## src/hdl/sprite_quad_batch_setup_core_macros.svh

```systemverilog
// Assertion macros shared by the sprite quad batch setup blocks.
// Both macros expect clk and rst_n in scope.
`ifndef SPRITE_QUAD_BATCH_SETUP_CORE_MACROS_SVH
`define SPRITE_QUAD_BATCH_SETUP_CORE_MACROS_SVH
`ifndef ASSERT_OFF
`define SQB_ASSERT(name, prop, msg) \
    name: assert property (@(posedge clk) disable iff (!rst_n) (prop)) else $error(msg);
`define SQB_ASSERT_IMP(name, ante, cons, msg) \
    name: assert property (@(posedge clk) disable iff (!rst_n) (ante) |-> (cons)) else $error(msg);
`else
`define SQB_ASSERT(name, prop, msg)
`define SQB_ASSERT_IMP(name, ante, cons, msg)
`endif
`endif

```

## src/hdl/sqb_pkg.sv

```systemverilog
`default_nettype none
package sqb_pkg;

    localparam int MAX_BATCH_QUADS = 16384;
    localparam int TEXTURE_SLOTS   = 16;
    localparam int SLOT_W          = 4;
    localparam int QCOUNT_W        = 15;
    localparam int SCOUNT_W        = 5;
    localparam logic [QCOUNT_W-1:0] QC_MAX = QCOUNT_W'(MAX_BATCH_QUADS);
    localparam logic [SCOUNT_W-1:0] SC_MAX = SCOUNT_W'(TEXTURE_SLOTS);

    localparam int QDEPTH  = 2;
    localparam int QPTR_W  = $clog2(QDEPTH);
    localparam int QCNT_W  = $clog2(QDEPTH + 1);

    localparam int FULL_TURN = 23040;
    localparam int QUARTER   = 5760;

    localparam int DIV_STEPS = 30;

    localparam logic CMD_DRAW    = 1'b0;
    localparam logic CMD_EOF     = 1'b1;
    localparam logic KIND_VERTEX = 1'b0;
    localparam logic KIND_FLUSH  = 1'b1;

    // Multiplier sequence for one vertex.
    localparam logic [3:0] STEP_X    = 4'd0;
    localparam logic [3:0] STEP_Y    = 4'd1;
    localparam logic [3:0] STEP_CXL  = 4'd2;
    localparam logic [3:0] STEP_CXH  = 4'd3;
    localparam logic [3:0] STEP_NSYL = 4'd4;
    localparam logic [3:0] STEP_NSYH = 4'd5;
    localparam logic [3:0] STEP_SXL  = 4'd6;
    localparam logic [3:0] STEP_SXH  = 4'd7;
    localparam logic [3:0] STEP_CYL  = 4'd8;
    localparam logic [3:0] STEP_CYH  = 4'd9;

    typedef struct packed {
        logic               command;
        logic [15:0]        texture_id;
        logic [31:0]        texture_size;
        logic signed [23:0] pos_x;
        logic signed [23:0] pos_y;
        logic signed [23:0] size_x;
        logic signed [23:0] size_y;
        logic signed [15:0] rotation;
        logic signed [23:0] origin_x;
        logic signed [23:0] origin_y;
        logic [63:0]        source_rect;
        logic [31:0]        color;
    } cmd_t;

    typedef struct packed {
        logic               kind;
        logic signed [23:0] vert_x;
        logic signed [23:0] vert_y;
        logic [15:0]        tex_u;
        logic [15:0]        tex_v;
        logic [31:0]        vert_color;
        logic [3:0]         tex_slot;
        logic [15:0]        slot_texture;
        logic [14:0]        flush_quads;
        logic               last;
    } res_t;

    typedef struct packed {
        logic                flush;
        logic [QCOUNT_W-1:0] flush_quads;
        logic                draw;
        logic [SLOT_W-1:0]   slot;
        cmd_t                cmd;
    } job_t;

    typedef enum logic [3:0] {
        BS_IDLE,
        BS_FLUSH,
        BS_TRIG,
        BS_SINCOS,
        BS_DIVSET,
        BS_DIV,
        BS_MUL,
        BS_ACC,
        BS_EMIT
    } back_state_t;

    // Sine at whole degrees, Q1.14.
    function automatic logic [14:0] qsin_at(input logic [6:0] i);
        logic [14:0] v;
        case (i)
            7'd0: v = 15'd0;         7'd1: v = 15'd286;     7'd2: v = 15'd572;
            7'd3: v = 15'd857;       7'd4: v = 15'd1143;    7'd5: v = 15'd1428;
            7'd6: v = 15'd1713;      7'd7: v = 15'd1997;    7'd8: v = 15'd2280;
            7'd9: v = 15'd2563;      7'd10: v = 15'd2845;   7'd11: v = 15'd3126;
            7'd12: v = 15'd3406;     7'd13: v = 15'd3686;   7'd14: v = 15'd3964;
            7'd15: v = 15'd4240;     7'd16: v = 15'd4516;   7'd17: v = 15'd4790;
            7'd18: v = 15'd5063;     7'd19: v = 15'd5334;   7'd20: v = 15'd5604;
            7'd21: v = 15'd5871;     7'd22: v = 15'd6138;   7'd23: v = 15'd6402;
            7'd24: v = 15'd6664;     7'd25: v = 15'd6924;   7'd26: v = 15'd7182;
            7'd27: v = 15'd7438;     7'd28: v = 15'd7692;   7'd29: v = 15'd7943;
            7'd30: v = 15'd8192;     7'd31: v = 15'd8438;   7'd32: v = 15'd8682;
            7'd33: v = 15'd8923;     7'd34: v = 15'd9162;   7'd35: v = 15'd9397;
            7'd36: v = 15'd9630;     7'd37: v = 15'd9860;   7'd38: v = 15'd10087;
            7'd39: v = 15'd10311;    7'd40: v = 15'd10531;  7'd41: v = 15'd10749;
            7'd42: v = 15'd10963;    7'd43: v = 15'd11174;  7'd44: v = 15'd11381;
            7'd45: v = 15'd11585;    7'd46: v = 15'd11786;  7'd47: v = 15'd11982;
            7'd48: v = 15'd12176;    7'd49: v = 15'd12365;  7'd50: v = 15'd12551;
            7'd51: v = 15'd12733;    7'd52: v = 15'd12911;  7'd53: v = 15'd13085;
            7'd54: v = 15'd13255;    7'd55: v = 15'd13421;  7'd56: v = 15'd13583;
            7'd57: v = 15'd13741;    7'd58: v = 15'd13894;  7'd59: v = 15'd14044;
            7'd60: v = 15'd14189;    7'd61: v = 15'd14330;  7'd62: v = 15'd14466;
            7'd63: v = 15'd14598;    7'd64: v = 15'd14726;  7'd65: v = 15'd14849;
            7'd66: v = 15'd14968;    7'd67: v = 15'd15082;  7'd68: v = 15'd15191;
            7'd69: v = 15'd15296;    7'd70: v = 15'd15396;  7'd71: v = 15'd15491;
            7'd72: v = 15'd15582;    7'd73: v = 15'd15668;  7'd74: v = 15'd15749;
            7'd75: v = 15'd15826;    7'd76: v = 15'd15897;  7'd77: v = 15'd15964;
            7'd78: v = 15'd16026;    7'd79: v = 15'd16083;  7'd80: v = 15'd16135;
            7'd81: v = 15'd16182;    7'd82: v = 15'd16225;  7'd83: v = 15'd16262;
            7'd84: v = 15'd16294;    7'd85: v = 15'd16321;  7'd86: v = 15'd16344;
            7'd87: v = 15'd16362;    7'd88: v = 15'd16374;  7'd89: v = 15'd16381;
            default: v = 15'd16384;
        endcase
        return v;
    endfunction

    // Sine over one quarter wave, x in 0..5760, interpolated in 64 steps.
    function automatic logic [14:0] quarter_sin(input logic [12:0] x);
        logic [6:0]  i;
        logic [5:0]  f;
        logic [14:0] base;
        logic [14:0] nxt;
        logic [8:0]  diff;
        logic [14:0] prod;
        i    = x[12:6];
        f    = x[5:0];
        base = qsin_at(i);
        nxt  = qsin_at(i + 7'd1);
        diff = 9'(nxt - base);
        prod = 15'(diff * f) + 15'd32;
        if (i >= 7'd90)
        begin
            return 15'd16384;
        end
        return base + 15'(prod[14:6]);
    endfunction

    function automatic logic signed [23:0] sat24(input logic signed [43:0] v);
        if (v > 44'sd8388607)
        begin
            return 24'sh7FFFFF;
        end
        if (v < -44'sd8388608)
        begin
            return -24'sd8388608;
        end
        return $signed(v[23:0]);
    endfunction

endpackage
`default_nettype wire

```

## src/hdl/sqb_queue.sv

```systemverilog
`default_nettype none
`include "sprite_quad_batch_setup_core_macros.svh"
module sqb_queue (
    input  logic          clk,
    input  logic          rst_n,
    input  sqb_pkg::job_t wr_data,
    input  logic          push,
    output logic          full,
    output sqb_pkg::job_t rd_data,
    output logic          not_empty,
    input  logic          pop
);
    import sqb_pkg::*;

    job_t              mem_reg [QDEPTH];
    logic [QPTR_W-1:0] wr_ptr_reg;
    logic [QPTR_W-1:0] rd_ptr_reg;
    logic [QCNT_W-1:0] count_reg;

    assign full      = count_reg == QCNT_W'(QDEPTH);
    assign not_empty = count_reg != '0;
    assign rd_data   = mem_reg[rd_ptr_reg];

    always_ff @(posedge clk or negedge rst_n)
    begin
        if (!rst_n)
        begin
            wr_ptr_reg <= '0;
            rd_ptr_reg <= '0;
            count_reg  <= '0;
        end
        else
        begin
            if (push)
            begin
                wr_ptr_reg <= wr_ptr_reg + QPTR_W'(1);
            end
            if (pop)
            begin
                rd_ptr_reg <= rd_ptr_reg + QPTR_W'(1);
            end
            if (push && !pop)
            begin
                count_reg <= count_reg + QCNT_W'(1);
            end
            else if (pop && !push)
            begin
                count_reg <= count_reg - QCNT_W'(1);
            end
        end
    end

    always_ff @(posedge clk)
    begin
        if (push)
        begin
            mem_reg[wr_ptr_reg] <= wr_data;
        end
    end

    `SQB_ASSERT_IMP(a_no_overflow, push, !full || pop, "item pushed into a full queue")

endmodule
`default_nettype wire

```

## config.mk

```make
export PLATFORM = sky130hd
export DESIGN_NAME = sqb_queue
export DESIGN_NICKNAME = d
export VERILOG_FILES = /design/src/hdl/sqb_pkg.sv /design/src/hdl/sqb_queue.sv
export VERILOG_INCLUDE_DIRS = /design/src /design/src/hdl
export SDC_FILE = /design/constraint.sdc
export NUM_CORES = 1
export LEC_CHECK = 0
export ABC_AREA = 1
export BUFFER_PORTS_ARGS = -buffer_cell sky130_fd_sc_hd__buf_4
export CAP_MARGIN = 20
export CORE_AREA = 2 2 255 257
export CTS_BUF_LIST = sky130_fd_sc_hd__clkbuf_4 sky130_fd_sc_hd__clkbuf_8
export DETAILED_ROUTE_END_ITERATION = 8
export DIE_AREA = 0 0 257 259
export HOLD_SLACK_MARGIN = 0.08
export MAX_ROUTING_LAYER = met4
export SLEW_MARGIN = 0
export SYNTH_ARGS = -nofsm -noshare
export SYNTH_HDL_FRONTEND = slang
export SYNTH_SLANG_ARGS = --single-unit
```

## constraint.sdc

```tcl
create_clock -name clk -period 43.1 [get_ports clk]
set_input_delay 8.62 -clock clk [delete_from_list [all_inputs] [get_ports clk]]
set_output_delay 8.62 -clock clk [all_outputs]
set_load 0.02 [all_outputs]
```

; ---- Word level (Yosys, flattened, before mapping)
; Memories as Yosys holds them, arrays and structs flattened.
; Index checks and enable logic that the tools add are counted.
; Widths: inputs -> output; s select.
[op_classes]
n_reduce_logical = 6
mux = 4
n_eq_ne = 1
addsub = 4
[ops]
columns = operator, n
row1 = $mux 2, 2
row2 = $reduce_bool 2->1, 2
row3 = $add 1x1->1 const B, 2
row4 = $add 2x1->2 const B, 1
row5 = $eq 2x2->1 const B, 1
row6 = $logic_and 1x1->1, 2
row7 = $logic_not 1->1, 2
row8 = $mux 1, 2
row9 = $sub 2x1->2 const B, 1
[totals]
word_cells = 19
memories = 1
input_bits = 330
output_inout_bits = 328
mem_bits_rw = 652
reg_bits = 4
[mem_list]
columns = memory, depth, word_bits, read_ports, rd_clocked_by_memory_dff, write_ports, line
row1 = mem_reg, 2, 326, 1, 0, 1, sqb_queue.sv:15  ; job_t mem_reg [QDEPTH];

; ---- Longest topological paths before layout
[depth]
ltp_word = 4
mapped_depth = 7
depth_no_buf = 7

; ---- Worst setup path before layout
; No wires, ideal clock.
[synth_path]
path_kind = input to register
from = input push
to = memory mem_reg[0][0] (netlist name) (enable)
slack_ps = 19797
path_buffers = 0
setup_ps = 1030
required_ps = 42070
t_arrival_ps = 22274
cell_stages = 2
path_cell_list = inv_1 -> nor2_1
[synth_between]
elab_chain_cells = 2
[synth_rtl]
columns = item, line
row1 = from (decl), sqb_queue.sv:7  ; input logic push,
row2 = $mux 1, sqb_queue.sv:55  ; if (push)
row3 = $mux 1 (implied by the code), sqb_queue.sv:57  ; mem_reg[wr_ptr_reg] <= wr_data;
row4 = to (decl), sqb_queue.sv:15
; Every way passes these cells.

==> qor.log <==
[status] outcome finished clean
[route] Final ANT Viol Nets 0
[timing] Final Hold Slack 0.469 ns
[global_route] total overflow reported by the global router 0
[setup_path] largest fanout on the critical path 77
[layout] fraction of layout instances using a drive strength above 1 62.4%
[clock_tree] Clk Tree Root Cell clkbuf_8
[timing] max-slew violation total from the final report 0
[timing] final number of setup-violating endpoints 0
[setup_path] CP peak stage delay 1.11 ns
[logic_synthesis] fraction of synthesized cell area taken by the top area cell type 82.2%
[timing] Final Critical Period 12.88 ns
[clock_tree] Clock Sink Count 656
[floorplanning] die area 66600 sq um
[place] count of input and output buffers 657
[setup_path] required arrival time at the worst endpoint 34.48 ns
[global_route] largest net degree at the start of global routing 123
[setup_path] launching instance or port of the critical path rd_ptr_reg
[logic_synthesis] Mean Syn Cell Area 22.9 sq um
[min_path] Hold Path Origin count_reg[1]
[clock_tree] Clock H-tree levels 3
[timing] count of endpoints failing hold in the final timing report 0
[timing] Slew @ Worst Pin 1.09 ns
[logic_synthesis] Synth warnings 0
[timing] RSZ-0062 raised after global routing false
[route] DR vias/cell 4.59
[place] HPWL after DPL 39700 microns
[logic_synthesis] most used flip-flop cell after synthesis edfxtp_1
[clock_tree] CTS clock-pin slew for the worst setup and hold paths 0.05 ns
[logic_synthesis] number of synthesized register bits 656
[clock_tree] total of hold buffers inserted after clock tree synthesis 0
[clock_tree] TritonCTS buffer count 108
[timing] achievable frequency 77.6 MHz
[floorplanning] die height 259 microns
[setup_path] type of the setup path with the least slack reg -> out
[layout] nets 2113
[route] routed wirelength normalized by instance count 20.9 microns
[min_path] Min-Delay Path Class reg -> reg
[floorplanning] standard-cell row count 93
[setup_path] cells along the critical path buf_4 > buf_4 > mux2_2 > buf_4
[setup_path] CP Capture Type output pin
[flow_run] max-cap viol count 0
[layout] area growth from synthesis to layout 33.5%
[route] Routed WL 57000 microns
[floorplanning] ports placed on the boundary 658
[logic_synthesis] sequential element share of the synthesized area 82.6%
[clock_tree] number of resized instances in the post-cts repair step 0
[setup_path] category of the worst setup path launch point flip-flop
[logic_synthesis] post-synthesis instance area 23800 sq um
[timing] relative slew slack 27.2%
[global_route] global-route wire length before repair 81100 microns
[clock_tree] number of buffers between clock root and the deepest sink 3
[timing] ratio of final minimum period to clock period 29.9%
[power] leakage power summed over all cells 0.0120 uW
[floorplanning] core footprint 63900 sq um
[power] largest voltage drop on the vdd net 0.0415 mV
[setup_path] slowest CP cell dfrtp_4
[route] detailed-route DRC error count 0
[logic_synthesis] number of flops mapped to enable cells by yosys 652
[place] Final Wtd Congestion 0.859
[floorplanning] die width 257 microns
[route] Iteration-0 DRC Markers 584
[setup_path] cell class contributing the biggest share of worst-path delay buffers and inverters
[route] first drt pass iteration count 4
[clock_tree] postcts setup bufs 0
[setup_path] data arrival time of the critical path 4.26 ns
[global_route] antenna violations before repair 8
[clock_tree] TritonCTS clock tree yes
[setup_path] worst reg2reg startpoint wr_ptr_reg
[logic_synthesis] share of synthesized registers carrying an async set or reset 0.610%
[setup_path] crit path buf inv count 3
[floorplanning] Initial Util 37.3%
[logic_synthesis] synthesized net count 1370
[power] PD cells 67.6 nW/um^2
[logic_synthesis] number of distinct library cell variants in the gate-level netlist after synthesis 15
[setup_path] register-to-register path setup slack 39.62 ns
[logic_synthesis] Post-Syn Instances 1039
[timing] setup_tns 0 ns
[route] number of vias after detailed routing 12.5k
[global_route] number of global-route vias before repair 13.4k
[setup_path] cell repeated most along the worst path buf_4
[logic_synthesis] most common library cells after synthesis edfxtp_1, mux2_2, mux2_4
[layout] max FFs per register 652
[timing] worst clock skew on the final layout 0.0195 ns
[logic_synthesis] top post-synthesis cells by area edfxtp_1, mux2_2, mux2_4, buf_4, dfrtp_1
[logic_synthesis] cell taking the most area after synthesis edfxtp_1
[layout] Fillers 5366
[global_route] aggregate global-route resource usage 16.9%
[logic_synthesis] dominant cell by count in the synthesized netlist edfxtp_1
[clock_tree] Clock Latency Late Sink 0.67 ns
kinds of logic after synthesis:
logic type / after synthesis / share of synthesized area (%)
xor gates and xnor gates: 3 / 0.110
adders and majority gates: 1 / 0.0525
buffers and inverters: 43 / 1.18
DFF: 656 / 82.6
muxes: 326 / 15.9
and+or+nand+nor: 10 / 0.173
path summary, 6_finish.rpt:
| kind | endpoint | cells past startpoint |
|---|---|---|
| worst max-delay path | rd_data[212] | 4 |
| worst min-delay path | count_reg[1] | 2 |
| worst max register to register | mem_reg[1][269] | 4 |
| worst min register to register | count_reg[1] | 2 |
| max in group asynchronous | rd_ptr_reg | 1 |
| min in group asynchronous | wr_ptr_reg | 1 |
where the power goes:
group | leakage, uW | switching [uW] | internal [uW]
combinational | 0.00471 | 409 | 328
clock | 0.00111 | 235 | 286
sequential | 0.00617 | 43.4 | 848
worst min-delay path: stages, from the launching register on:
cell and delay [ns]:
dfrtp_1 0.34, nand2_1 0.05, nand2_1 0.04
metrics by stage:
step	cells	cell area, sq um	total power, uW	worst slack, ns	utilization (%)
final	2728	31800	2150	30.22	49.8
after global routing	2728	31800	2240	29.94	49.8
after CTS	2720	31800	2180	30.10	49.8
after detailed placement	2527	29700	1650	30.89	46.5
after global placement	2526	29700	1640	31.00	46.4
after floorplan	1039	23800	1400	19.80	-
layout by cell type, fill, tap and decap left out, types with 6 or more instances in the layout:
| cell type | netlist | layout |
|---|---|---|
| inv_1 | 7 | 6 |
| mux2_2 | 296 | 296 |
| mux2_4 | 30 | 30 |
| clkbuf_4 | 0 | 41 |
| buf_4 | 20 | 668 |
| clkinv_2 | 0 | 7 |
| diode_2 | 0 | 8 |
| clkbuf_8 | 0 | 111 |
| clkinv_1 | 0 | 27 |
| nand2_1 | 6 | 6 |
| edfxtp_1 | 652 | 652 |
layout make-up:
type	instances	area, sq um	area share [%]
Inverter	7	33.8	0.106
Timing Repair Buffer	669	5030	15.8
Antenna cell	8	20.0	0.0629
Tap cell	855	1070	3.36
Sequential cell	656	19700	61.9
Multi-Input combinational cell	340	3870	12.2
Clock buffer	152	1840	5.77
Clock inverter	41	263	0.826
metal layers:
layer	up-vias	global-route usage, %	share of wire [%]
met2	510	28.4	52
li1	5673	-	-
met5	-	-	0
met1	6180	16.8	34
met4	0	9.40	5.0
met3	153	6.49	8.8
No activity file was read; power rests on OpenSTA's default activity.
