--- config.mk ---
export PLATFORM = sky130hd
export DESIGN_NAME = sqb_front
export DESIGN_NICKNAME = d
export VERILOG_FILES = /design/src/hdl/sqb_pkg.sv /design/src/hdl/sqb_front.sv
export VERILOG_INCLUDE_DIRS = /design/src /design/src/hdl
export SDC_FILE = /design/constraint.sdc
export NUM_CORES = 1
export LEC_CHECK = 0
export CORE_AREA = 2 2 246 248
export CTS_BUF_LIST = sky130_fd_sc_hd__clkbuf_8
export CTS_CLUSTER_SIZE = 20
export DETAILED_ROUTE_END_ITERATION = 12
export DIE_AREA = 0 0 248 250
export DONT_BUFFER_PORTS = 1
export GPL_TIMING_DRIVEN = 1
export HOLD_SLACK_MARGIN = 0.12
export SYNTH_ARGS = -nofsm -noshare
export SYNTH_HDL_FRONTEND = slang
export SYNTH_SLANG_ARGS = --single-unit
--- constraint.sdc ---
create_clock -name clk -period 7.48 [get_ports clk]
set_input_delay 0.748 -clock clk [delete_from_list [all_inputs] [get_ports clk]]
set_output_delay 0.748 -clock clk [all_outputs]
set_load 0.01 [all_outputs]
--- src/hdl/sprite_quad_batch_setup_core_macros.svh ---
// Assertion macros shared by the sprite quad batch setup blocks.
// Both macros expect clk and rst_n in scope.
`ifndef SPRITE_QUAD_BATCH_SETUP_CORE_MACROS_SVH
`define SPRITE_QUAD_BATCH_SETUP_CORE_MACROS_SVH
`ifndef ASSERT_OFF
`define SQB_ASSERT(name, prop, msg) \
    name: assert property (@(posedge clk) disable iff (!rst_n) (prop)) else $error(msg);
`define SQB_ASSERT_IMP(name, ante, cons, msg) \
    name: assert property (@(posedge clk) disable iff (!rst_n) (ante) |-> (cons)) else $error(msg);
`else
`define SQB_ASSERT(name, prop, msg)
`define SQB_ASSERT_IMP(name, ante, cons, msg)
`endif
`endif

--- src/hdl/sqb_pkg.sv ---
`default_nettype none
package sqb_pkg;

    localparam int MAX_BATCH_QUADS = 16384;
    localparam int TEXTURE_SLOTS   = 16;
    localparam int SLOT_W          = 4;
    localparam int QCOUNT_W        = 15;
    localparam int SCOUNT_W        = 5;
    localparam logic [QCOUNT_W-1:0] QC_MAX = QCOUNT_W'(MAX_BATCH_QUADS);
    localparam logic [SCOUNT_W-1:0] SC_MAX = SCOUNT_W'(TEXTURE_SLOTS);

    localparam int QDEPTH  = 2;
    localparam int QPTR_W  = $clog2(QDEPTH);
    localparam int QCNT_W  = $clog2(QDEPTH + 1);

    localparam int FULL_TURN = 23040;
    localparam int QUARTER   = 5760;

    localparam int DIV_STEPS = 30;

    localparam logic CMD_DRAW    = 1'b0;
    localparam logic CMD_EOF     = 1'b1;
    localparam logic KIND_VERTEX = 1'b0;
    localparam logic KIND_FLUSH  = 1'b1;

    // Multiplier sequence for one vertex.
    localparam logic [3:0] STEP_X    = 4'd0;
    localparam logic [3:0] STEP_Y    = 4'd1;
    localparam logic [3:0] STEP_CXL  = 4'd2;
    localparam logic [3:0] STEP_CXH  = 4'd3;
    localparam logic [3:0] STEP_NSYL = 4'd4;
    localparam logic [3:0] STEP_NSYH = 4'd5;
    localparam logic [3:0] STEP_SXL  = 4'd6;
    localparam logic [3:0] STEP_SXH  = 4'd7;
    localparam logic [3:0] STEP_CYL  = 4'd8;
    localparam logic [3:0] STEP_CYH  = 4'd9;

    typedef struct packed {
        logic               command;
        logic [15:0]        texture_id;
        logic [31:0]        texture_size;
        logic signed [23:0] pos_x;
        logic signed [23:0] pos_y;
        logic signed [23:0] size_x;
        logic signed [23:0] size_y;
        logic signed [15:0] rotation;
        logic signed [23:0] origin_x;
        logic signed [23:0] origin_y;
        logic [63:0]        source_rect;
        logic [31:0]        color;
    } cmd_t;

    typedef struct packed {
        logic               kind;
        logic signed [23:0] vert_x;
        logic signed [23:0] vert_y;
        logic [15:0]        tex_u;
        logic [15:0]        tex_v;
        logic [31:0]        vert_color;
        logic [3:0]         tex_slot;
        logic [15:0]        slot_texture;
        logic [14:0]        flush_quads;
        logic               last;
    } res_t;

    typedef struct packed {
        logic                flush;
        logic [QCOUNT_W-1:0] flush_quads;
        logic                draw;
        logic [SLOT_W-1:0]   slot;
        cmd_t                cmd;
    } job_t;

    typedef enum logic [3:0] {
        BS_IDLE,
        BS_FLUSH,
        BS_TRIG,
        BS_SINCOS,
        BS_DIVSET,
        BS_DIV,
        BS_MUL,
        BS_ACC,
        BS_EMIT
    } back_state_t;

    // Sine at whole degrees, Q1.14.
    function automatic logic [14:0] qsin_at(input logic [6:0] i);
        logic [14:0] v;
        case (i)
            7'd0: v = 15'd0;         7'd1: v = 15'd286;     7'd2: v = 15'd572;
            7'd3: v = 15'd857;       7'd4: v = 15'd1143;    7'd5: v = 15'd1428;
            7'd6: v = 15'd1713;      7'd7: v = 15'd1997;    7'd8: v = 15'd2280;
            7'd9: v = 15'd2563;      7'd10: v = 15'd2845;   7'd11: v = 15'd3126;
            7'd12: v = 15'd3406;     7'd13: v = 15'd3686;   7'd14: v = 15'd3964;
            7'd15: v = 15'd4240;     7'd16: v = 15'd4516;   7'd17: v = 15'd4790;
            7'd18: v = 15'd5063;     7'd19: v = 15'd5334;   7'd20: v = 15'd5604;
            7'd21: v = 15'd5871;     7'd22: v = 15'd6138;   7'd23: v = 15'd6402;
            7'd24: v = 15'd6664;     7'd25: v = 15'd6924;   7'd26: v = 15'd7182;
            7'd27: v = 15'd7438;     7'd28: v = 15'd7692;   7'd29: v = 15'd7943;
            7'd30: v = 15'd8192;     7'd31: v = 15'd8438;   7'd32: v = 15'd8682;
            7'd33: v = 15'd8923;     7'd34: v = 15'd9162;   7'd35: v = 15'd9397;
            7'd36: v = 15'd9630;     7'd37: v = 15'd9860;   7'd38: v = 15'd10087;
            7'd39: v = 15'd10311;    7'd40: v = 15'd10531;  7'd41: v = 15'd10749;
            7'd42: v = 15'd10963;    7'd43: v = 15'd11174;  7'd44: v = 15'd11381;
            7'd45: v = 15'd11585;    7'd46: v = 15'd11786;  7'd47: v = 15'd11982;
            7'd48: v = 15'd12176;    7'd49: v = 15'd12365;  7'd50: v = 15'd12551;
            7'd51: v = 15'd12733;    7'd52: v = 15'd12911;  7'd53: v = 15'd13085;
            7'd54: v = 15'd13255;    7'd55: v = 15'd13421;  7'd56: v = 15'd13583;
            7'd57: v = 15'd13741;    7'd58: v = 15'd13894;  7'd59: v = 15'd14044;
            7'd60: v = 15'd14189;    7'd61: v = 15'd14330;  7'd62: v = 15'd14466;
            7'd63: v = 15'd14598;    7'd64: v = 15'd14726;  7'd65: v = 15'd14849;
            7'd66: v = 15'd14968;    7'd67: v = 15'd15082;  7'd68: v = 15'd15191;
            7'd69: v = 15'd15296;    7'd70: v = 15'd15396;  7'd71: v = 15'd15491;
            7'd72: v = 15'd15582;    7'd73: v = 15'd15668;  7'd74: v = 15'd15749;
            7'd75: v = 15'd15826;    7'd76: v = 15'd15897;  7'd77: v = 15'd15964;
            7'd78: v = 15'd16026;    7'd79: v = 15'd16083;  7'd80: v = 15'd16135;
            7'd81: v = 15'd16182;    7'd82: v = 15'd16225;  7'd83: v = 15'd16262;
            7'd84: v = 15'd16294;    7'd85: v = 15'd16321;  7'd86: v = 15'd16344;
            7'd87: v = 15'd16362;    7'd88: v = 15'd16374;  7'd89: v = 15'd16381;
            default: v = 15'd16384;
        endcase
        return v;
    endfunction

    // Sine over one quarter wave, x in 0..5760, interpolated in 64 steps.
    function automatic logic [14:0] quarter_sin(input logic [12:0] x);
        logic [6:0]  i;
        logic [5:0]  f;
        logic [14:0] base;
        logic [14:0] nxt;
        logic [8:0]  diff;
        logic [14:0] prod;
        i    = x[12:6];
        f    = x[5:0];
        base = qsin_at(i);
        nxt  = qsin_at(i + 7'd1);
        diff = 9'(nxt - base);
        prod = 15'(diff * f) + 15'd32;
        if (i >= 7'd90)
        begin
            return 15'd16384;
        end
        return base + 15'(prod[14:6]);
    endfunction

    function automatic logic signed [23:0] sat24(input logic signed [43:0] v);
        if (v > 44'sd8388607)
        begin
            return 24'sh7FFFFF;
        end
        if (v < -44'sd8388608)
        begin
            return -24'sd8388608;
        end
        return $signed(v[23:0]);
    endfunction

endpackage
`default_nettype wire

--- src/hdl/sqb_front.sv ---
`default_nettype none
`include "sprite_quad_batch_setup_core_macros.svh"
module sqb_front (
    input  logic          clk,
    input  logic          rst_n,
    input  sqb_pkg::cmd_t cmd_data,
    input  logic          cmd_valid,
    output logic          cmd_ready,
    output sqb_pkg::job_t job,
    output logic          job_push,
    input  logic          job_full
);
    import sqb_pkg::*;

    logic [QCOUNT_W-1:0] quad_count_reg, quad_count_next;
    logic [SCOUNT_W-1:0] slot_count_reg, slot_count_next;
    logic [15:0]         slot_ids_reg [TEXTURE_SLOTS];

    logic                accept;
    logic                pre_flush;
    logic [SCOUNT_W-1:0] sc_eff;
    logic [SCOUNT_W-1:0] sc_base;
    logic                found;
    logic [SLOT_W-1:0]   hit;
    logic                new_tex;
    logic                full_flush;
    logic                write_slot;

    assign cmd_ready = !job_full;
    assign accept    = cmd_valid && cmd_ready;

    assign pre_flush = quad_count_reg >= QC_MAX;
    assign sc_eff    = pre_flush ? SCOUNT_W'(1) : slot_count_reg;

    // Slot 0 always holds the default texture, so the search starts at 1.
    always_comb
    begin
        found = 1'b0;
        hit   = '0;
        for (int i = 1; i < TEXTURE_SLOTS; i++)
        begin
            if (!found && (SCOUNT_W'(i) < sc_eff) && (slot_ids_reg[i] == cmd_data.texture_id))
            begin
                found = 1'b1;
                hit   = SLOT_W'(i);
            end
        end
    end

    assign new_tex    = (cmd_data.texture_id != 16'd0) && !found;
    assign full_flush = new_tex && (sc_eff >= SC_MAX);
    assign sc_base    = full_flush ? SCOUNT_W'(1) : sc_eff;

    always_comb
    begin
        job                 = '0;
        job.cmd             = cmd_data;
        job_push            = 1'b0;
        write_slot          = 1'b0;
        quad_count_next     = quad_count_reg;
        slot_count_next     = slot_count_reg;
        if (accept)
        begin
            if (cmd_data.command == CMD_EOF)
            begin
                job.flush       = quad_count_reg != '0;
                job.flush_quads = quad_count_reg;
                job_push        = quad_count_reg != '0;
                if (quad_count_reg != '0)
                begin
                    quad_count_next = '0;
                    slot_count_next = SCOUNT_W'(1);
                end
            end
            else
            begin
                // At most one of the two flush causes can find a non-empty batch.
                job.flush       = pre_flush || (full_flush && quad_count_reg != '0);
                job.flush_quads = quad_count_reg;
                job.draw        = 1'b1;
                job_push        = 1'b1;
                if (cmd_data.texture_id == 16'd0)
                begin
                    job.slot = '0;
                end
                else if (found)
                begin
                    job.slot = hit;
                end
                else
                begin
                    job.slot   = sc_base[SLOT_W-1:0];
                    write_slot = 1'b1;
                end
                slot_count_next = new_tex ? sc_base + SCOUNT_W'(1) : sc_eff;
                quad_count_next = ((pre_flush || full_flush) ? '0 : quad_count_reg)
                                  + QCOUNT_W'(1);
            end
        end
    end

    always_ff @(posedge clk or negedge rst_n)
    begin
        if (!rst_n)
        begin
            quad_count_reg <= '0;
            slot_count_reg <= SCOUNT_W'(1);
        end
        else
        begin
            quad_count_reg <= quad_count_next;
            slot_count_reg <= slot_count_next;
        end
    end

    always_ff @(posedge clk)
    begin
        if (write_slot)
        begin
            slot_ids_reg[job.slot] <= cmd_data.texture_id;
        end
    end

    `SQB_ASSERT(a_quad_count_bound, quad_count_reg <= QC_MAX, "quad count above batch limit")
    `SQB_ASSERT(a_slot_count_bound, (slot_count_reg != '0) && (slot_count_reg <= SC_MAX), "slot count out of range")

endmodule
`default_nettype wire

== After elaboration in Yosys (flattened, before gate mapping) ==
Memory sizes are Yosys's and may differ from the RTL's.
Cells that the tools add are included.
Operators by class
  bitwise gates (word level): 0
  eq/ne operators: 16
  div/mod/pow operators: 0
  shift operators: 0
  mux-type cells: 51
  $add $sub $neg: 2
  reductions and logical operators: 55
  magnitude comparators: 17
  multipliers: 0
Operator list (number)
  16-bit equality test: 15
  4-bit 2-to-1 mux: 15
  15-bit 2-to-1 mux: 3
  4-bit by 5-bit < comparator with 1-bit output (first input constant): 8
  1-bit logical AND: 33
  5-bit 2-to-1 mux: 6
  1-bit 2-to-1 mux: 24
  21-bit 2-to-1 mux: 1
  3-bit by 5-bit < comparator with 1-bit output (first input constant): 4
  1-bit logical NOT: 16
  16-bit logical NOT: 1
  16-bit 2-to-1 mux: 1
  16-bit nonzero test: 1
  15-bit by 1-bit adder with 15-bit output (second input constant): 1
  15-bit greater-or-equal comparator (second input constant): 1
  15-bit nonzero test: 1
  2-bit by 5-bit < comparator with 1-bit output (first input constant): 2
  5-bit by 1-bit adder with 5-bit output (second input constant): 1
  5-bit greater-or-equal comparator (second input constant): 1
  1-bit by 5-bit < comparator with 1-bit output (first input constant): 1
  1-bit logical OR: 2
  2-bit 2-to-1 mux: 1
  2-bit by 1-bit != test with 1-bit output (second input constant): 1
  2-bit AND reduction: 1
Storage, ports and cells
  output and inout port bits: 328
  RAM bits: 256
  word-level logic and storage cells: 144
  input bits: 309
  latch bits: 0
  memories kept: 1
  memory bits (read-only): 0
  bits in registers: 20
Memory list
  slot_ids_reg: depth 16, width 16, read ports 15, clocked after memory_dff 0, write ports 1, RTL line sqb_front.sv:17  | logic [15:0] slot_ids_reg [TEXTURE_SLOTS];

== Logic depth before layout (Yosys ltp) ==
Gate-level depths: netlist of run 1.
  depth after elaboration: 69
  depth in mapped cells: 18

== Worst setup path after synthesis of run 1 ==
Ideal clock, no wire load.
  path type: input -> register
  from: input port cmd_data[303] (netlist name)
  to: memory slot_ids_reg[1][0], enable pin
  buffers on the path: 2
  slack: 2.539 ns
  cell stages on the path: 11
  arrival: 4.505 ns
  cell sequence: buf_6 > buf_6 > xor2_1 > nor4_1 > nand4_1 > or4_1 > o211ai_1 > o211ai_1 > a21oi_2 > inv_2 > nor4b_1
RTL lines
  from (decl): RTL line sqb_front.sv:6  | input sqb_pkg::cmd_t cmd_data,
  to (decl): RTL line sqb_front.sv:17

== Final worst setup path of run 1 ==
  from: register quad_count_reg[14]
  to: memory slot_ids_reg[3][4], enable pin
Between the ends
  longest elaborated chain between the ends: 69
Ends and longest elaborated chain
  from (decl): RTL line sqb_front.sv:15  | logic [QCOUNT_W-1:0] quad_count_reg, quad_count_next;
  from (signal assigned): RTL line sqb_front.sv:111  | quad_count_reg <= quad_count_next;
  15-bit greater-or-equal comparator *: RTL line sqb_front.sv:32  | assign pre_flush = quad_count_reg >= QC_MAX;
  5-bit 2-to-1 mux *: RTL line sqb_front.sv:33  | assign sc_eff = pre_flush ? SCOUNT_W'(1) : slot_count_reg;
  1-bit by 5-bit < comparator with 1-bit output: RTL line sqb_front.sv:42  | if (!found && (SCOUNT_W'(i) < sc_eff) && (slot_ids_reg[i] == cmd_data.texture_id))
  1-bit logical AND: RTL line sqb_front.sv:42
  1-bit 2-to-1 mux: RTL line sqb_front.sv:42
  1-bit logical NOT: RTL line sqb_front.sv:42
  1-bit logical AND (2 in series): RTL line sqb_front.sv:42
  1-bit 2-to-1 mux: RTL line sqb_front.sv:42
  [... 52 more ...]
  1-bit logical NOT: RTL line sqb_front.sv:50  | assign new_tex = (cmd_data.texture_id != 16'd0) && !found;
  1-bit logical AND: RTL line sqb_front.sv:50
  1-bit logical AND: RTL line sqb_front.sv:51  | assign full_flush = new_tex && (sc_eff >= SC_MAX);
  5-bit 2-to-1 mux: RTL line sqb_front.sv:52  | assign sc_base = full_flush ? SCOUNT_W'(1) : sc_eff;
  4-bit 2-to-1 mux: RTL line sqb_front.sv:86  | else if (found)
  4-bit 2-to-1 mux: RTL line sqb_front.sv:82  | if (cmd_data.texture_id == 16'd0)
  5-bit 2-to-1 mux: RTL line sqb_front.sv:64  | if (cmd_data.command == CMD_EOF)
  21-bit 2-to-1 mux: RTL line sqb_front.sv:62  | if (accept)
Every way passes the cells marked *; elsewhere a longest branch is shown, timed or not.

==> results.py, run 1 <==
metrics = {
    "status": {
        "status": "finished, final reports clean",
    },
    "flow_run": {
        "drv_cap": 0,
    },
    "cts": {
        "postCtsHoldBufs": 1,
        "cts_max_level": 2,
        "clock_latency_ns": 0.57,
        "post_cts_resized": 0,
        "cts_buffer_depth": 3,
        "cts_tree": "yes",
        "postCtsSetupBuffers": 0,
        "cts.sinks": 260,
        "numCtsBuffers": 44,
        "clkTransAtPathRegs_ns": 0.06,
        "clock-root-buffer": "clkbuf_8",
    },
    "yosys": {
        "synth_enable_flop_cells": 240,
        "synth_fp_nets": 1522,
        "synth_flop_cell": "edfxtp_1",
        "synth_area_per_cell_um2": 12.09,
        "synthDistinctLibCells": 62,
        "async_flop_share_pct": 7.692,
        "yosysSeqAreaShare_pct": 52.64,
        "synthCells": 1211,
        "yosys_register_bits": 260,
        "yosysWarnings": 0,
        "synth_area_um2": 14640,
    },
    "sta": {
        "max_slew_margin_pct": 16.19,
        "max_slew.worst_pin.slew_ns": 1.250,
        "setup_viol": 0,
        "rsz0062_at_grt": "no",
        "drv_slew": 0,
        "post-route-period-util_pct": 68.29,
        "hold_viol_final": 0,
        "max_freq_ghz": 0.1958,
        "min_period_ns": 5.108,
        "fin_skew_ns": 0.02862,
        "timing.hold.ws_ns": 0.2798,
        "finalSetupTns_ns": 0,
    },
    "route": {
        "vias": 8377,
        "wl_met3_mm": 26.21,
        "wl_met1_mm": 17.49,
        "met2_length_mm": 36.08,
        "postRouteAntennaNets": 0,
        "post_drt_via_cell_ratio": 4.834,
        "highest_layer": "met5",
        "firstDrtPassIters": 5,
        "drc": 0,
        "drtIter0Drc": 760,
        "wl_per_cell_um": 47.21,
        "wl_mm": 81.82,
    },
    "critical_path": {
        "cp-start-kind": "flop",
        "cp_max_fo": 23,
        "worstSetupPathType": "reg -> reg",
        "end_kind": "flop",
        "critPathRequiredTime_ns": 7.64,
        "crit_arrival_ns": 5.27,
    },
    "power": {
        "powerDensity_nw_per_um2": 215.7,
        "vdd.ir_drop.worst_mv": 0.1404,
        "leakage_nw": 4.327,
    },
    "die": {
        "die_h_um": 250,
        "start_util_pct": 24.58,
        "core_um2": 59570,
        "num_rows": 90,
        "die_area_um2": 62000,
        "die_x_um": 248,
        "ios": 637,
    },
    "finish": {
        "largest_reg_flops": 240,
        "stdcell_count": 1733,
        "fin_nets": 1231,
        "drive_gt1_share_pct": 10.73,
        "n_antenna_cell": 0,
        "area_growth_syn_to_layout_pct": -4.281,
    },
    "grt": {
        "grt_max_degree": 34,
        "grt_pass1_wl_mm": 98.86,
        "grt.overflow.total": 0,
        "grt_pass1_vias": 7920,
        "antenna_found_initial": 1,
        "grtUsageTotal_pct": 25.47,
    },
    "place": {
        "io_buffer_count": 0,
        "placed_cells": 1655,
        "hpwlAfterDp_mm": 68.91,
        "gp_congestion": 0.9586,
    },
    "hold_path": {
        "hold_path.class": "in -> reg",
    },
}
## placed cells by master (no fill, tap or decap), drive strengths merged, types with 4 or more instances in the layout
master / netlist / layout
edfxtp: 240 / 240
xnor2: 125 / 125
xor2: 118 / 118
nor4: 51 / 51
clkbuf: 8 / 44
nand4: 38 / 38
nand2: 31 / 31
nor2: 29 / 29
nor3: 28 / 28
nand3: 26 / 26
and2: 21 / 21
inv: 10 / 21
dfrtp: 19 / 19
clkinv: 0 / 19
a21oi: 15 / 15
buf: 342 / 12
o21ai: 9 / 9
a22o: 9 / 9
or4: 8 / 8
and3: 8 / 8
or3: 7 / 7
nand2b: 7 / 7
nor4b: 6 / 6
nor2b: 4 / 4
o211ai: 4 / 4
a21o: 4 / 4
## per-layer routing
metal	vias to the layer above	global-route usage (%)
li1	3398	-
met1	4067	16.12
met2	820	38.89
met3	86	37.78
met4	6	5.680
met5	-	1.987
## Yosys cell counts (all sizes together) (3+ instances only)
| library cell | instances | area (µm²) |
|---|---|---|
| or3b | 3 | 26.28 |
| xor2 | 118 | 1033 |
| nor2b | 4 | 25.02 |
| clkbuf | 8 | 30.03 |
| dfrtp | 19 | 475.5 |
| nor4 | 51 | 350.3 |
| or3 | 7 | 43.79 |
| nand4 | 38 | 237.7 |
| buf | 342 | 2550 |
| or4 | 8 | 60.06 |
| inv | 10 | 37.54 |
| a21oi | 15 | 82.58 |
| o211ai | 4 | 30.03 |
| nor2 | 29 | 108.9 |
| xnor2 | 125 | 1095 |
| and3 | 8 | 50.05 |
| nor3b | 3 | 22.52 |
| a22o | 9 | 78.83 |
| and2 | 21 | 133.9 |
| nand2b | 7 | 43.79 |
| nand3 | 26 | 130.1 |
| o21ai | 9 | 45.04 |
| nand2 | 31 | 116.4 |
| and4 | 3 | 28.78 |
| a31oi | 3 | 18.77 |
| edfxtp | 240 | 7207 |
| or2 | 3 | 18.77 |
| nor4b | 6 | 73.81 |
| nor3 | 28 | 140.1 |
| a21o | 4 | 30.03 |
## worst paths after layout
kind                                          from                  end  slack [ns]  depth (start not counted)
worst max-delay path            quad_count_reg[14]   slot_ids_reg[3][4]        2.37                          9
worst min-delay path                 cmd_data[300]  slot_ids_reg[1][12]        0.28                          0
worst max register to register  quad_count_reg[14]   slot_ids_reg[3][4]        2.37                          9
worst min register to register   quad_count_reg[1]    quad_count_reg[1]        0.58                          1
max in group asynchronous                    rst_n    slot_count_reg[4]        6.05                          1
min in group asynchronous                    rst_n    quad_count_reg[8]        0.82                          1
## worst max-delay path, stage by stage (launching register included)
cell and delay, ns:
dfrtp_1 0.88, inv_1 0.52, a31o_2 0.36, nand4bb_1 0.12
nor4_2 0.08, nor4b_4 0.43, nand4_1 0.26, nor3_1 0.65
nand3_1 0.42, nor3b_2 0.99
## power by group
| group | switching (mW) | internal [mW] | total (mW) |
|---|---|---|---|
| clock network | 0.570 | 0.621 | 1.19 |
| logic | 0.104 | 0.0842 | 0.189 |
| registers | 0.0370 | 1.61 | 1.64 |
## cells by family after synthesis
kind of cell	Yosys count	share of synthesized area (%)
AOI/OAI and AO/OA	64	3.392
adders and majority gates	2	0.1709
and+or+nand+nor	281	11.32
xor gates and xnor gates	243	14.53
muxes	1	0.06836
buffers and inverters	360	17.87
DFF	260	52.64
## stage by stage
| stage | area, µm² | worst slack [ns] | utilization [%] | power [mW] |
|---|---|---|---|---|
| final | 14020 | 2.372 | 23.53 | 3.024 |
| after floorplan | 14640 | 2.539 | - | 2.006 |
| after global placement | 13200 | 2.710 | 22.16 | 1.856 |
| after global routing | 14020 | 2.091 | 23.53 | 3.122 |
| after CTS | 14020 | 2.501 | 23.53 | 3.041 |
| after detailed placement | 13200 | 2.538 | 22.16 | 1.857 |
## layout make-up
type,count,area (µm²)
Clock inverter,33,201.4
Inverter,10,37.54
Clock buffer,44,605.6
Multi-Input combinational cell,591,4385
Tap cell,782,978.4
Timing Repair Buffer,13,100.1
Sequential cell,260,7709
Fill cell,6178,45550
Note: power is estimated with default switching activity, not from simulation.
==> run 2: changes to the inputs <==
clock period = 4.4 ns   (was 7.48 ns; I/O delays follow)
==> run 2 against run 1 <==
Against the previous run:
- largest cell class unchanged
- sequential share of layout area is 1.1 points lower
- first-iteration DRC count is 43% higher
- core utilization is 0.50 points higher
- clock power is 77% higher
- setup slack worse by 2.2 ns
- power is 76% higher
- critical endpoint is now job[305]
- cell count is 1.8% higher
- critical path type is now reg -> out
==> results.py, run 2 (synthesis results as in run 1) <==
metrics = {
    "status": {
        "status": "finished, final reports clean",
    },
    "hold_path": {
        "holdPathEnd": "slot_ids_reg[11][2]",
        "hold_depth": 1,
        "min_from": "cmd_data[290]",
        "hold_path.class": "in -> reg",
    },
    "finish": {
        "postLayoutCoreUtil_pct": 24.03,
        "layout_commonest_cell": "edfxtp_1",
        "stdcell_count": 1765,
        "fin_nets": 1262,
        "n_antenna_cell": 0,
        "drive_gt1_share_pct": 12.11,
        "final_cell_mix": "240 x edfxtp_1, 125 x xnor2_1, 118 x xor2_1, 45 x clkbuf_8, 41 x nor4_1",
        "largest_reg_flops": 240,
        "area_growth_syn_to_layout_pct": -2.239,
    },
    "cts": {
        "post_cts_resized": 0,
        "cts_buffer_depth": 3,
        "postCtsSetupBuffers": 0,
        "cts_max_level": 2,
        "cts_tree": "yes",
        "numCtsBuffers": 45,
        "clock_latency_ns": 0.60,
        "postCtsHoldBufs": 17,
        "cts.sinks": 260,
        "clkTransAtPathRegs_ns": 0.06,
        "clock-root-buffer": "clkbuf_8",
    },
    "die": {
        "start_util_pct": 24.58,
        "die_x_um": 248,
        "die_h_um": 250,
        "die_area_um2": 62000,
        "core_um2": 59570,
        "num_rows": 90,
        "ios": 637,
    },
    "route": {
        "wl_per_cell_um": 50.37,
        "postRouteAntennaNets": 0,
        "drc": 0,
        "wl_mm": 88.91,
        "post_drt_via_cell_ratio": 5.066,
        "firstDrtPassIters": 5,
        "drtIter0Drc": 1085,
        "vias": 8941,
    },
    "sta": {
        "hold_viol_final": 0,
        "min_period_ns": 4.204,
        "max_slew_margin_pct": 20.08,
        "drv_slew": 0,
        "fin_skew_ns": 0.05011,
        "post-route-period-util_pct": 95.55,
        "max_slew.worst_pin.slew_ns": 1.195,
        "rsz0062_at_grt": "no",
        "max_freq_ghz": 0.2378,
        "setup_viol": 0,
    },
    "critical_path": {
        "r2r_start": "slot_count_reg[4]",
        "crit_start": "slot_count_reg[4]",
        "r2r.worst_path.cells": 14,
        "rrSetupSlack_ns": 0.29,
        "cp_max_fo": 16,
        "worstSetupPathType": "reg -> out",
        "critPathRequiredTime_ns": 3.96,
        "cp-start-kind": "flop",
        "r2r-end": "quad_count_reg[10]",
        "end_kind": "primary output",
        "crit_arrival_ns": 3.76,
    },
    "grt": {
        "grt_max_degree": 21,
        "grt.overflow.total": 0,
        "grt_pass1_vias": 8159,
        "antenna_found_initial": 2,
        "grt_pass1_wl_mm": 107.1,
        "grtUsageTotal_pct": 27.77,
    },
    "power": {
        "power_mw": 5.311,
        "vdd.ir_drop.worst_mv": 0.2477,
        "leakage_nw": 4.495,
        "powerDensity_nw_per_um2": 370.9,
    },
    "place": {
        "hpwlAfterDp_mm": 68.26,
        "io_buffer_count": 0,
        "gp_congestion": 0.9323,
        "placed_cells": 1669,
    },
    "flow_run": {
        "drv_cap": 0,
    },
}
## run 2: worst max-delay path by stage
stage | endpoint | slack [ns] | cells after the start
floorplan | slot_ids_reg[10][0] | -0.18 | 12
global placement | quad_count_reg[14] | 0.40 | 13
detailed placement | quad_count_reg[10] | 0.36 | 14
CTS | job[305] | 0.26 | 8
global route | quad_count_reg[10] | 0.03 | 14
finish | job[305] | 0.20 | 8
## run 2: power breakdown
part           total, mW  internal [mW]  switching (mW)  leakage, nW
Sequential          2.78           2.73          0.0445         2.43
Clock               2.11           1.08            1.03        0.473
Combinational      0.425          0.162           0.263         1.59
## run 2: worst max-delay path, cell delays in order (launching register included)
cell and delay (ns):
dfrtp_1 0.72, o21ba_2 0.40, nand4_1 0.15, nor4_2 0.68, nor3_1 0.18, a211oi_1 0.32, o311ai_1 0.16, and2_1 0.30
buf_4 0.23
## run 2: final cells by class
class / count / area [µm²]
clock buffer: 45 / 619.3
clock inverter: 34 / 211.5
fill: 6184 / 45250
inverter: 10 / 37.54
multi-input combinational: 591 / 4385
sequential: 260 / 7709
tap: 782 / 978.4
timing repair buffer: 43 / 375.4
## run 2: per-stage QoR
stage | cell area (µm²) | setup WS [ns] | TNS [ns] | hold WS [ns]
2_1_floorplan | 14650 | -0.1823 | -13.00 | 0.1444
3_3_place_gp | 13310 | 0.4022 | 0 | 0.1466
3_5_place_dp | 13310 | 0.3557 | 0 | 0.1468
4_1_cts | 14320 | 0.2581 | 0 | 0.1260
5_1_grt | 14320 | 0.02719 | 0 | 0.1244
6_report | 14320 | 0.1957 | 0 | 0.1622
## run 2: routing by layer
metal  vias to the layer above  GRT usage [%]  wire length (µm)
met5                         -          2.782               260
met4                         6          7.459              2686
met3                       114          38.75             27480
met2                      1009          41.50             38420
met1                      4357          19.33             20070
li1                       3455              -                 -
==> run 3: changes to the inputs <==
clock period = 4.1 ns   (was 4.4 ns; I/O delays follow)
==> run 3 against run 2 <==
Against the previous run:
- sequential power is 7.2% higher
- global-route usage is 0.14 points higher
- core utilization is 0.12 points higher
- critical path type is now reg -> reg
- critical endpoint is now quad_count_reg[10]
- largest cell class unchanged
==> results.py, run 3 (synthesis results as in run 1) <==
metrics = {
    "status": {
        "status": "finished, final reports clean",
    },
    "place": {
        "place_ws_ns": 0.2059,
        "gp_congestion": 0.9344,
        "hpwlAfterDp_mm": 69.85,
        "io_buffer_count": 0,
        "placed_cells": 1681,
    },
    "critical_path": {
        "crit_arrival_ns": 4.39,
        "r2r_start": "slot_ids_reg[10][9]",
        "cp-start-kind": "flop",
        "critPathMaxStageDelay_ns": 0.61,
        "cp_cell_sequence": "xor2_1, nor4_1, nand4_1, nor4_2, nor4_2, and4_4, and2_4, nor2_1, and2_1, ha_1, and3_1, and3_1, nand3_1, a21o_1, a22o_1",
        "crit_path_top_delay_cell": "nor4_2",
        "cp_max_fo": 9,
        "critPathRequiredTime_ns": 4.53,
        "crit_start": "slot_ids_reg[10][9]",
        "rrSetupSlack_ns": 0.14,
        "path_delay_family": "simple AND/OR/NAND/NOR gates",
        "end_kind": "flop",
        "r2r-end": "quad_count_reg[10]",
        "cp-endpoint": "quad_count_reg[10]",
        "r2r.worst_path.cells": 15,
        "worstSetupPathType": "reg -> reg",
        "cp_num_buf_inv": 0,
        "path_depth": 15,
    },
    "cts": {
        "cts_max_level": 2,
        "cts.sinks": 260,
        "numCtsBuffers": 45,
        "clock-root-buffer": "clkbuf_8",
        "postCtsSetupBuffers": 0,
        "cts_buffer_depth": 3,
        "cts_tree": "yes",
        "clock_latency_ns": 0.59,
        "clkTransAtPathRegs_ns": 0.06,
    },
    "die": {
        "die_x_um": 248,
        "core_um2": 59570,
        "die_h_um": 250,
        "num_rows": 90,
        "start_util_pct": 24.58,
        "ios": 637,
        "die_area_um2": 62000,
    },
    "sta": {
        "hold_viol_final": 0,
        "rsz0062_at_grt": "no",
        "min_period_ns": 3.959,
        "worst_slack_ns": 0.1412,
        "fin_skew_ns": 0.06152,
        "drv_slew": 0,
        "setup_viol": 0,
        "timing.hold.ws_ns": 0.2993,
        "max_freq_ghz": 0.2526,
        "post-route-period-util_pct": 96.55,
        "finalSetupTns_ns": 0,
        "max_slew.worst_pin.slew_ns": 1.180,
        "max_slew_margin_pct": 21.07,
    },
    "finish": {
        "n_antenna_cell": 0,
        "layout_commonest_cell": "edfxtp_1",
        "drive_gt1_share_pct": 12.94,
        "stdcell_count": 1779,
        "area_growth_syn_to_layout_pct": -1.769,
        "largest_reg_flops": 240,
        "fin_nets": 1274,
        "final_cell_mix": "240 x edfxtp_1, 125 x xnor2_1, 118 x xor2_1, 46 x clkbuf_8, 41 x nor4_1",
        "fillerInstances": 6152,
    },
    "route": {
        "drtIter0Drc": 1177,
        "wl_mm": 89.52,
        "wl_met3_mm": 27.97,
        "highest_layer": "met5",
        "drc": 0,
        "wl_per_cell_um": 50.32,
        "wl_met1_mm": 19.71,
        "post_drt_via_cell_ratio": 5.003,
        "postRouteAntennaNets": 0,
        "firstDrtPassIters": 6,
        "met2_length_mm": 38.56,
        "vias": 8900,
    },
    "hold_path": {
        "hold_path.class": "in -> reg",
    },
    "grt": {
        "grt.overflow.total": 0,
        "antenna_found_initial": 0,
        "grtUsageTotal_pct": 27.90,
        "grt_max_degree": 21,
        "grt_pass1_wl_mm": 107.7,
        "grt_pass1_vias": 8347,
    },
    "power": {
        "vdd.ir_drop.worst_mv": 0.2879,
        "leakage_nw": 4.551,
        "powerDensity_nw_per_um2": 391.1,
    },
    "flow_run": {
        "drv_cap": 0,
    },
}
==> run 3: cell count changes in the layout (fill, tap and decap cells not counted), moves of 2 or more <==
cell	before	now
buf_4	26	38
clkinv_1	8	13
clkinvlp_4	2	0
inv_8	2	0
==> run 3: stage by stage <==
| step | utilization (%) | instance area (µm²) | total power, mW |
|---|---|---|---|
| finish | 24.15 | 14390 | 5.626 |
| CTS | 24.15 | 14380 | 5.629 |
| global route | 24.15 | 14390 | 5.778 |
| floorplan | - | 14670 | 3.660 |
| detailed placement | 22.49 | 13400 | 3.402 |
| global placement | 22.49 | 13400 | 3.400 |
==> run 3: routing by layer <==
| metal | GRT usage, % | up-vias |
|---|---|---|
| met5 | 3.339 | - |
| met4 | 8.127 | 6 |
| met3 | 38.96 | 137 |
| met2 | 41.57 | 1015 |
| met1 | 19.22 | 4256 |
| li1 | - | 3486 |
==> run 3: worst min path at each step <==
stage	slack, ns	depth (start not counted)	to	start
after floorplan	0.11	0	quad_count_reg[0]	rst_n
after global placement	0.12	0	quad_count_reg[5]	rst_n
after detailed placement	0.12	0	quad_count_reg[5]	rst_n
after CTS	0.28	3	quad_count_reg[0]	cmd_data[304]
after global routing	0.34	3	quad_count_reg[0]	cmd_data[304]
final	0.30	3	quad_count_reg[0]	cmd_data[304]
==> run 3: where the power goes <==
part / switching [mW] / internal, mW
combinational: 0.282 / 0.179
clock: 1.07 / 1.11
sequential: 0.0470 / 2.93
total: 1.40 / 4.23
==> run 3: worst register-to-register path, cell delays in order (launching register included) <==
cell and delay [ns]:
edfxtp_1 0.37, xor2_1 0.16, nor4_1 0.42, nand4_1 0.22
nor4_2 0.61, nor4_2 0.16, and4_4 0.24, and2_4 0.18
nor2_1 0.19, and2_1 0.16, ha_1 0.19, and3_1 0.19
and3_1 0.25, nand3_1 0.12, a21o_1 0.19, a22o_1 0.17
==> run 3: layout make-up <==
| type | count | area, µm² | area share (%) |
|---|---|---|---|
| clock buffers | 46 | 633.1 | 4.401 |
| clock inverters | 35 | 183.9 | 1.279 |
| inverters | 10 | 37.54 | 0.2609 |
| multi-input cells | 591 | 4388 | 30.50 |
| flip-flops and latches | 260 | 7709 | 53.59 |
| well taps | 782 | 978.4 | 6.802 |
| repair buffers | 55 | 455.4 | 3.166 |
==> run 3: what timing repair did <==
action	in CTS	in global routing
endpoints found under the setup margin	1	1
gates cloned	0	0
hold buffers	17	0
gates resized for setup	1	1
hold endpoints to repair	260	0
